<file path="config.mk">
export PLATFORM = sky130hd
export DESIGN_NAME = capability_escape_decoder_top
export DESIGN_NICKNAME = d
export VERILOG_FILES = /design/src/design/capesc_pkg.sv /design/src/design/capesc_decode.sv /design/src/design/capability_escape_decoder_top.sv
export SDC_FILE = /design/constraint.sdc
export NUM_CORES = 1
export LEC_CHECK = 0
export BUFFER_PORTS_ARGS = -buffer_cell sky130_fd_sc_hd__buf_2
export CORE_MARGIN = 2
export CORE_UTILIZATION = 45
export CTS_CLUSTER_SIZE = 8
export DETAILED_ROUTE_END_ITERATION = 16
export GPL_ROUTABILITY_DRIVEN = 1
export PLACE_DENSITY = 0.64
export RECOVER_POWER = 50
export SKIP_LAST_GASP = 1
export SLEW_MARGIN = 20
export SYNTH_ARGS = -nofsm -noshare
export SYNTH_HDL_FRONTEND = slang
export SYNTH_SLANG_ARGS = --single-unit
export TNS_END_PERCENT = 10
</file>
<file path="constraint.sdc">
create_clock -name clk -period 3.4 [get_ports clk]
set_input_delay 1.02 -clock clk [delete_from_list [all_inputs] [get_ports clk]]
set_output_delay 1.02 -clock clk [all_outputs]
set_load 0.02 [all_outputs]
</file>
<file path="src/design/capesc_pkg.sv">
package capesc_pkg;

  localparam logic [7:0] ChNul       = 8'h00;
  localparam logic [7:0] ChCaret     = 8'h5E;
  localparam logic [7:0] ChBackslash = 8'h5C;
  localparam logic [7:0] ChColon     = 8'h3A;
  localparam logic [7:0] ChZero      = 8'h30;
  localparam logic [7:0] ChNine      = 8'h39;
  localparam logic [7:0] CtrlMask    = 8'h1F;

  localparam int OctW = 10;

  typedef struct packed {
    logic [7:0] out_byte;
    logic       end_of_string;
    logic       last;
  } result_t;

  typedef struct packed {
    logic       hit;
    logic [7:0] value;
  } esc_t;

  // backslash escape letters
  function automatic esc_t esc_lookup(input logic [7:0] c);
    esc_t r;
    r.hit = 1'b1;
    case (c)
      8'h45:   r.value = 8'h1B; // E
      8'h5E:   r.value = 8'h5E; // ^
      8'h5C:   r.value = 8'h5C; // backslash
      8'h3A:   r.value = 8'h3A; // :
      8'h6E:   r.value = 8'h0A; // n
      8'h72:   r.value = 8'h0D; // r
      8'h74:   r.value = 8'h09; // t
      8'h62:   r.value = 8'h08; // b
      8'h66:   r.value = 8'h0C; // f
      default: begin
        r.hit   = 1'b0;
        r.value = c;
      end
    endcase
    return r;
  endfunction

  function automatic logic is_digit(input logic [7:0] c);
    return (c >= ChZero) && (c <= ChNine);
  endfunction

endpackage

</file>
<file path="src/design/capesc_decode.sv">
module capesc_decode (
  input  logic                clk,
  input  logic                rst,
  input  logic                take,
  input  logic [7:0]          ch,
  output logic [1:0]          count,
  output capesc_pkg::result_t res_a,
  output capesc_pkg::result_t res_b
);
  import capesc_pkg::*;

  typedef enum logic [1:0] {
    NORMAL,
    CARET,
    BSLASH,
    OCTAL
  } mode_t;

  mode_t            mode, mode_next;
  logic [OctW-1:0]  octal_value, octal_value_next;
  logic [1:0]       octal_digits, octal_digits_next;

  // fresh-character decode in normal mode
  logic       p_emit;
  logic       p_eos;
  mode_t      p_mode;

  esc_t            esc;
  logic [OctW-1:0] digit_val;
  logic [OctW-1:0] shifted;
  logic [1:0]      digits_inc;

  always_comb begin
    p_emit = 1'b1;
    p_eos  = 1'b0;
    p_mode = NORMAL;
    if (ch == ChNul || ch == ChColon) begin
      p_eos = 1'b1;
    end else if (ch == ChCaret) begin
      p_emit = 1'b0;
      p_mode = CARET;
    end else if (ch == ChBackslash) begin
      p_emit = 1'b0;
      p_mode = BSLASH;
    end
  end

  assign esc        = esc_lookup(ch);
  assign digit_val  = {{(OctW-4){1'b0}}, ch[3:0]};
  assign shifted    = {octal_value[OctW-4:0], 3'b000} | digit_val;
  assign digits_inc = octal_digits + 2'd1;

  always_comb begin
    mode_next         = mode;
    octal_value_next  = octal_value;
    octal_digits_next = octal_digits;
    count             = 2'd0;
    res_a             = '0;
    res_b             = '0;
    case (mode)
      CARET: begin
        mode_next = NORMAL;
        count     = 2'd1;
        if (ch == ChNul) begin
          res_a.end_of_string = 1'b1;
        end else begin
          res_a.out_byte = ch & CtrlMask;
        end
      end
      BSLASH: begin
        mode_next = NORMAL;
        if (ch == ChNul) begin
          count               = 2'd1;
          res_a.end_of_string = 1'b1;
        end else if (esc.hit) begin
          count          = 2'd1;
          res_a.out_byte = esc.value;
        end else if (is_digit(ch)) begin
          mode_next         = OCTAL;
          octal_value_next  = digit_val;
          octal_digits_next = 2'd1;
        end else begin
          count          = 2'd1;
          res_a.out_byte = ch;
        end
      end
      OCTAL: begin
        if (is_digit(ch)) begin
          if (digits_inc == 2'd3 || digits_inc == 2'd0) begin
            count             = 2'd1;
            res_a.out_byte    = shifted[7:0];
            octal_value_next  = '0;
            octal_digits_next = 2'd0;
            mode_next         = NORMAL;
          end else begin
            octal_value_next  = shifted;
            octal_digits_next = digits_inc;
          end
        end else begin
          // short octal: flush the value, then the character starts afresh
          res_a.out_byte      = octal_value[7:0];
          octal_value_next    = '0;
          octal_digits_next   = 2'd0;
          mode_next           = p_mode;
          res_b.out_byte      = p_eos ? ChNul : ch;
          res_b.end_of_string = p_eos;
          count               = p_emit ? 2'd2 : 2'd1;
        end
      end
      default: begin
        mode_next           = p_mode;
        res_a.out_byte      = p_eos ? ChNul : ch;
        res_a.end_of_string = p_eos;
        count               = p_emit ? 2'd1 : 2'd0;
      end
    endcase
    res_a.last = (count == 2'd1);
    res_b.last = (count == 2'd2);
  end

  always_ff @(posedge clk) begin
    if (rst) begin
      mode         <= NORMAL;
      octal_value  <= '0;
      octal_digits <= 2'd0;
    end else if (take) begin
      mode         <= mode_next;
      octal_value  <= octal_value_next;
      octal_digits <= octal_digits_next;
    end
  end

endmodule

</file>
<file path="src/design/capability_escape_decoder_top.sv">
// channel   signals                          direction
// ch        ch_valid, ch_stall, ch           in: raw string characters
// res       res_valid, res_stall, out_byte,  out: decoded bytes
//           end_of_string, last
//
// one character per cycle while ch_stall is low; a character enters an input
// register, is decoded from there by the escape logic and its zero to two
// results go into a four-entry result queue, which drains one beat per cycle
// while res_stall is low; a character with two results gives two output beats
// ch_stall rises only while the queue holds more than two results
// synchronous reset clears the escape state, input valid and queue pointers
module capability_escape_decoder_top (
  input  logic       clk,
  input  logic       rst,
  input  logic       ch_valid,
  output logic       ch_stall,
  input  logic [7:0] ch,
  output logic       res_valid,
  input  logic       res_stall,
  output logic [7:0] out_byte,
  output logic       end_of_string,
  output logic       last
);
  import capesc_pkg::*;

  localparam int QDepth = 4;
  localparam int PtrW   = $clog2(QDepth);

  logic [7:0]      ch_q;
  logic            q_valid;
  logic            take;
  logic [1:0]      n_res;
  result_t         res_a, res_b;

  result_t         queue [QDepth];
  logic [PtrW-1:0] wr_ptr, rd_ptr;
  logic [PtrW:0]   fill, fill_next;
  logic            pop;

  // room for two results before decoding the held character
  assign take     = q_valid && (fill <= (PtrW+1)'(QDepth - 2));
  assign ch_stall = q_valid && !take;

  always_ff @(posedge clk) begin
    if (rst) begin
      q_valid <= 1'b0;
    end else if (!ch_stall) begin
      q_valid <= ch_valid;
    end
  end

  always_ff @(posedge clk) begin
    if (!ch_stall && ch_valid) begin
      ch_q <= ch;
    end
  end

  capesc_decode u_decode (
    .clk   (clk),
    .rst   (rst),
    .take  (take),
    .ch    (ch_q),
    .count (n_res),
    .res_a (res_a),
    .res_b (res_b)
  );

  assign res_valid     = (fill != '0);
  assign pop           = res_valid && !res_stall;
  assign out_byte      = queue[rd_ptr].out_byte;
  assign end_of_string = queue[rd_ptr].end_of_string;
  assign last          = queue[rd_ptr].last;

  always_comb begin
    fill_next = fill - (PtrW+1)'(pop);
    if (take) begin
      fill_next = fill_next + (PtrW+1)'(n_res);
    end
  end

  always_ff @(posedge clk) begin
    if (rst) begin
      wr_ptr <= '0;
      rd_ptr <= '0;
      fill   <= '0;
    end else begin
      fill <= fill_next;
      if (pop) begin
        rd_ptr <= rd_ptr + PtrW'(1);
      end
      if (take) begin
        wr_ptr <= wr_ptr + PtrW'(n_res);
      end
    end
  end

  always_ff @(posedge clk) begin
    if (take && n_res != 2'd0) begin
      queue[wr_ptr] <= res_a;
    end
    if (take && n_res == 2'd2) begin
      queue[wr_ptr + PtrW'(1)] <= res_b;
    end
  end

endmodule

</file>
==> results.yml, run 1 <==
synth:
  synth_edf_count: 48
  netlist_area_um2: 4200
  synth_nets: 443
  yosys_warnings: 0
  ys.flop_type: "edfxtp_1"
  synth_cell_types: 66
  synth_commonest_cells: "nand2_1 (59), edfxtp_1 (48), a21oi_1 (34)"
  ys_seq_area_frac: 0.448
  avgSynthCellArea_um2: 10.0
  synth_top_area_share: 0.343
  synth_area_leader_cell: "edfxtp_1"
  post-synth-top-count-cell: "nand2_1"
  netlist_instances: 420
  async_flop_share: 0
  ys_ff_latch: 70
  synth_area_leaders: "edfxtp_1 (34%), dfxtp_1 (10%), mux4_2 (5.4%)"
clocking:
  holdBufCountCts: 0
  clock-sinks: 70
  clkTransAtPathRegs_ns: 0.09
  ctsResizeCount: 0
  clk_latency_ns: 0.36
  ctsRootBufferMaster: "clkbuf_8"
  h-tree-depth: 3
  cts_tree: "built"
  cts_buffer_depth: 2
  post-cts-setup-buffers: 0
  cts_buffers: 9
route:
  wl_met2_um: 4380
  via_count: 3211
  ant_nets: 0
  highest-signal-layer: "met4"
  drt_wl_total_um: 9750
  drt-met1-wl_um: 4730
  wl_per_cell_um: 17.7
  avgViaCountPerCell: 5.84
  firstDrtPassIters: 4
  drt_iter0_drc: 212
  drc: 0
  met3_length_um: 480
final_layout:
  instances_no_fill: 550
  nNetsFinal: 457
  antenna_cells: 0
  syn_to_final_growth_pct: 7.80
  drive_above_1_share: 0.155
timing:
  fmax_mhz: 328
  slew_violations: 0
  period_minus_slack_ns: 3.05
  worst_pin_slew_ns: 0.923
  skew_ns: 0.0187
  hold_violations: 0
  setup_viol: 0
  rsz0062_at_grt: "false"
  fin_tns_setup_ns: 0
  max_slew_margin: 0.385
  period_share: 0.898
setup_path:
  reg2reg_depth: 7
  arrival_ns: 3.12
  path_max_fanout: 10
  reg2reg_to: "queue[0][8]"
  crit_type: "reg -> reg"
  r2r-start: "ch_q[3]"
  crit_path_start_kind: "flop"
  cp_cell_sequence: "buf_4 > and3b_1 > or4b_4 > o2bb2ai_1 > nor2_2 > a41oi_1 > a21oi_1"
  critPathRequiredTime_ns: 3.47
  cp_slowest_stage_delay_ns: 0.58
  crit_path_top_delay_cell: "edfxtp_1"
  crit_path_end_kind: "flop"
  r2r_setup_slack_ns: 0.35
die:
  die_y_um: 101
  ios: 24
  die_area_um2: 10100
  fp.dieW_um: 101
  core_um2: 9150
  start_util: 0.459
  fp-row-count: 35
pwr:
  ir_drop_uv: 220
  power.density_nw_per_um2: 615
  cellLeakagePower_nw: 1.56
placed_design:
  globalplace.congestion: 0.880
  io_buffers: 23
  dp.cells: 534
  dp_hpwl_um: 7190
global_route:
  antenna_found_initial: 0
  grt_pass1_wl_um: 16400
  grt.overflow.total: 0
  grt_pass1_vias: 3122
  grtUsageTotal: 0.210
  grt_max_degree: 23
flow_run:
  cap_violations: 0
worst_hold_path:
  hold_depth: 2
  min_to: "u_decode.octal_value[0]"
  min_path_type: "reg -> reg"
  hold_path.startpoint: "u_decode.octal_value[0]"
run_status:
  status: "finished, final reports clean"
worst max-delay path by stage:
stage | from | slack (ns) | cells past startpoint | end
after floorplan | u_decode.octal_digits[0] | 0.68 | 8 | queue[1][0]
after global placement | ch_q[5] | 0.63 | 8 | fill[1]
after detailed placement | ch_q[5] | 0.50 | 8 | fill[1]
after CTS | flop | 0.44 | 2 | out_byte[0]
after global routing | ch_q[6] | 0.16 | 8 | fill[1]
final | ch_q[3] | 0.35 | 7 | queue[0][8]
cells in the final DEF (no fill, tap or decap), drive strengths merged, types with 11 or more instances in the layout:
| cell type | netlist | routed |
|---|---|---|
| buf | 16 | 30 |
| nor2 | 23 | 23 |
| inv | 11 | 12 |
| edfxtp | 48 | 48 |
| nand3 | 17 | 17 |
| nor3 | 11 | 11 |
| o21ai | 34 | 34 |
| nand2 | 59 | 59 |
| a21oi | 36 | 36 |
| dfxtp | 22 | 22 |
| clkbuf | 15 | 14 |
cell families after synthesis:
kind of cell | Yosys count | share of synthesized area
mux | 20 | 0.0780
compound gates | 108 | 0.172
fa+ha+maj | 11 | 0.0345
xor+xnor | 6 | 0.0125
flops | 70 | 0.448
buf+inv | 42 | 0.0462
simple gates | 163 | 0.209
state kept, by name, summed over array words and instances (netlist names), named ones only:
| register | count |
|---|---|
| rd_ptr | 2 |
| q_valid | 1 |
| queue | 40 |
| wr_ptr | 2 |
| ch_q | 8 |
| u_decode.mode | 2 |
| fill | 3 |
| u_decode.octal_digits | 2 |
| u_decode.octal_value | 8 |
worst max-delay path: cells and delay by family (launching register included):
kind	cells	cell delay (ns)
DFF	1	0.58
AOI/OAI and AO/OA	3	1.10
and+or+nand+nor	3	0.84
buffers and inverters	1	0.25
routing by layer:
| metal | vias up | global-route usage |
|---|---|---|
| met4 | 0 | 0.0611 |
| li1 | 1592 | - |
| met5 | - | 0 |
| met2 | 97 | 0.335 |
| met3 | 13 | 0.0388 |
| met1 | 1509 | 0.293 |
cell type report:
type	count	area [um^2]
clock buffer	10	128
clock inverter	6	93.8
fill	836	4620
inverter	11	41.3
multi-input combinational	308	2060
sequential	70	1880
tap	111	139
timing repair buffer	34	190
where the power goes:
part / internal, mW / switching (mW)
Combinational: 0.377 / 0.498
Clock: 0.418 / 0.343
Sequential: 1.04 / 0.107
Total: 1.84 / 0.948
through the flow:
step | instance area, um^2 | setup WS, ns | hold WS, ns | power, mW | utilization
2_1_floorplan | 4200 | 0.675 | 0.429 | 1.83 | -
3_3_place_gp | 4390 | 0.626 | 0.439 | 2.05 | 0.479
3_5_place_dp | 4390 | 0.502 | 0.445 | 2.06 | 0.479
4_1_cts | 4610 | 0.445 | 0.455 | 2.82 | 0.503
5_1_grt | 4530 | 0.158 | 0.492 | 2.96 | 0.495
6_report | 4530 | 0.348 | 0.455 | 2.78 | 0.495
(Power assumes the default switching activity.)
==> run 2: changes to the inputs <==
--- a/config.mk
+++ b/config.mk
@@ -6,7 +6,7 @@
 export NUM_CORES = 1
 export LEC_CHECK = 0
 export BUFFER_PORTS_ARGS = -buffer_cell sky130_fd_sc_hd__buf_2
-export CORE_MARGIN = 2
+export CORE_MARGIN = 8
 export CORE_UTILIZATION = 45
 export CTS_CLUSTER_SIZE = 8
 export DETAILED_ROUTE_END_ITERATION = 16
==> constraint.sdc (replaced) <==
create_clock -name clk -period 3.4 [get_ports clk]
set_input_delay 1.02 -clock clk [delete_from_list [all_inputs] [get_ports clk]]
set_output_delay 1.02 -clock clk [all_outputs]
set_load 0.01 [all_outputs]
==> results.yml, run 2 (synthesis results as in run 1) <==
global_route:
  grt_max_degree: 23
  grtUsageTotal: 0.171
  grt_pass1_wl_um: 17200
  grt_pass1_vias: 3272
  antenna_found_initial: 0
  grt.overflow.total: 0
timing:
  skew_ns: 0.0110
  slew_violations: 0
  max_slew_margin: 0.356
  hold_violations: 0
  fin_ws_ns: 0.354
  period_share: 0.896
  fmax_mhz: 328
  fin_tns_setup_ns: 0
  rsz0062_at_grt: "false"
  period_minus_slack_ns: 3.05
  setup_viol: 0
  worst_pin_slew_ns: 0.965
pwr:
  power.density_nw_per_um2: 588
  ir_drop_uv: 315
  p_total_mw: 2.68
  cellLeakagePower_nw: 1.58
route:
  drt_iter0_drc: 294
  firstDrtPassIters: 5
  drt_wl_total_um: 10300
  via_count: 3241
  avgViaCountPerCell: 5.87
  ant_nets: 0
  wl_per_cell_um: 18.6
  drc: 0
setup_path:
  crit_path_end_kind: "flop"
  cp_cell_sequence: "and4bb_1 > and2_0 > o21ai_0 > a21boi_0 > ha_1 > fa_1 > nor2_1 > a211oi_1"
  reg2reg_depth: 8
  r2r_setup_slack_ns: 0.35
  path_max_fanout: 15
  cp_num_buf_inv: 0
  r2r-start: "ch_q[5]"
  crit_type: "reg -> reg"
  cp_slowest_stage_delay_ns: 0.59
  reg2reg_to: "fill[1]"
  critPathRequiredTime_ns: 3.60
  path_depth: 8
  arrival_ns: 3.25
  cp-startpoint: "ch_q[5]"
  crit_path_start_kind: "flop"
  cp_top_family: "simple AND/OR/NAND/NOR gates"
  crit_path_top_delay_cell: "edfxtp_1"
  crit_end: "fill[1]"
clocking:
  h-tree-depth: 3
  clock-sinks: 70
  ctsRootBufferMaster: "clkbuf_8"
  clk_latency_ns: 0.35
  holdBufCountCts: 0
  ctsResizeCount: 0
  cts_buffer_depth: 2
  cts_buffers: 9
  cts_tree: "built"
  clkTransAtPathRegs_ns: 0.08
  post-cts-setup-buffers: 0
final_layout:
  drive_above_1_share: 0.166
  instances_no_fill: 552
  biggestRegsByFlops: "queue x40, ch_q x8, u_decode.octal_value x8"
  largest_register: "queue"
  ff_latch_area_um2: 1880
  final_common_cell: "nand2_1"
  syn_to_final_growth_pct: 8.46
  antenna_cells: 0
  layout_common_cells: "nand2_1 (59), edfxtp_1 (48), a21oi_1 (36)"
  fill_cells: 852
  largest_register_ffs: 40
  nNetsFinal: 459
  multiInputGateArea_um2: 2080
worst_hold_path:
  hold_path.startpoint: "u_decode.octal_digits[1]"
  min_path_type: "reg -> reg"
placed_design:
  dp.cells: 536
  globalplace.congestion: 0.920
  io_buffers: 23
  dp_hpwl_um: 7630
  dp_slack_ns: 0.514
die:
  die_area_um2: 12700
  ios: 24
  fp.dieW_um: 113
  start_util: 0.459
  core_um2: 9150
  fp-row-count: 35
  die_y_um: 113
flow_run:
  cap_violations: 0
run_status:
  status: "finished, final reports clean"
## run 2: layout make-up
| class | count | share of cell area |
|---|---|---|
| multi-input combinational | 308 | 0.457 |
| clock inverter | 6 | 0.0151 |
| inverter | 11 | 0.00906 |
| sequential | 70 | 0.413 |
| tap | 111 | 0.0305 |
| timing repair buffer | 36 | 0.0450 |
| clock buffer | 10 | 0.0302 |
## run 2: metal layers
layer,track usage,vias to the layer above,share of wire
met1,0.219,1531,0.47
met2,0.270,98,0.46
met5,0,-,0
met3,0.0451,20,0.049
met4,0.0612,0,0.022
li1,-,1592,-
## run 2: power breakdown
part / internal [mW] / total (mW) / switching (mW)
Clock: 0.362 / 0.692 / 0.330
Sequential: 1.04 / 1.14 / 0.100
Combinational: 0.380 / 0.846 / 0.465
## run 2: worst min-delay path by stage
stage                     cells past startpoint  slack [ns]                       end
after floorplan                               2        0.43   u_decode.octal_value[6]
after global placement                        2        0.44   u_decode.octal_value[0]
after detailed placement                      2        0.45  u_decode.octal_digits[1]
after CTS                                     2        0.46  u_decode.octal_digits[1]
after global routing                          2        0.48   u_decode.octal_value[0]
final                                         2        0.45  u_decode.octal_digits[1]
## run 2: through the flow
stage / instance area, um^2 / util / hold slack, ns
detailed placement: 4400 / 0.481 / 0.446
CTS: 4610 / 0.503 / 0.458
finish: 4560 / 0.498 / 0.453
global placement: 4400 / 0.481 / 0.442
floorplan: 4200 / - / 0.429
global route: 4560 / 0.498 / 0.481
## run 2: worst reg2reg max path, stage by stage (launching register included)
cell      delay (ns)
edfxtp_1        0.59
and4bb_1        0.41
and2_0          0.46
o21ai_0         0.18
a21boi_0        0.42
ha_1            0.25
fa_1            0.42
nor2_1          0.11
a211oi_1        0.06
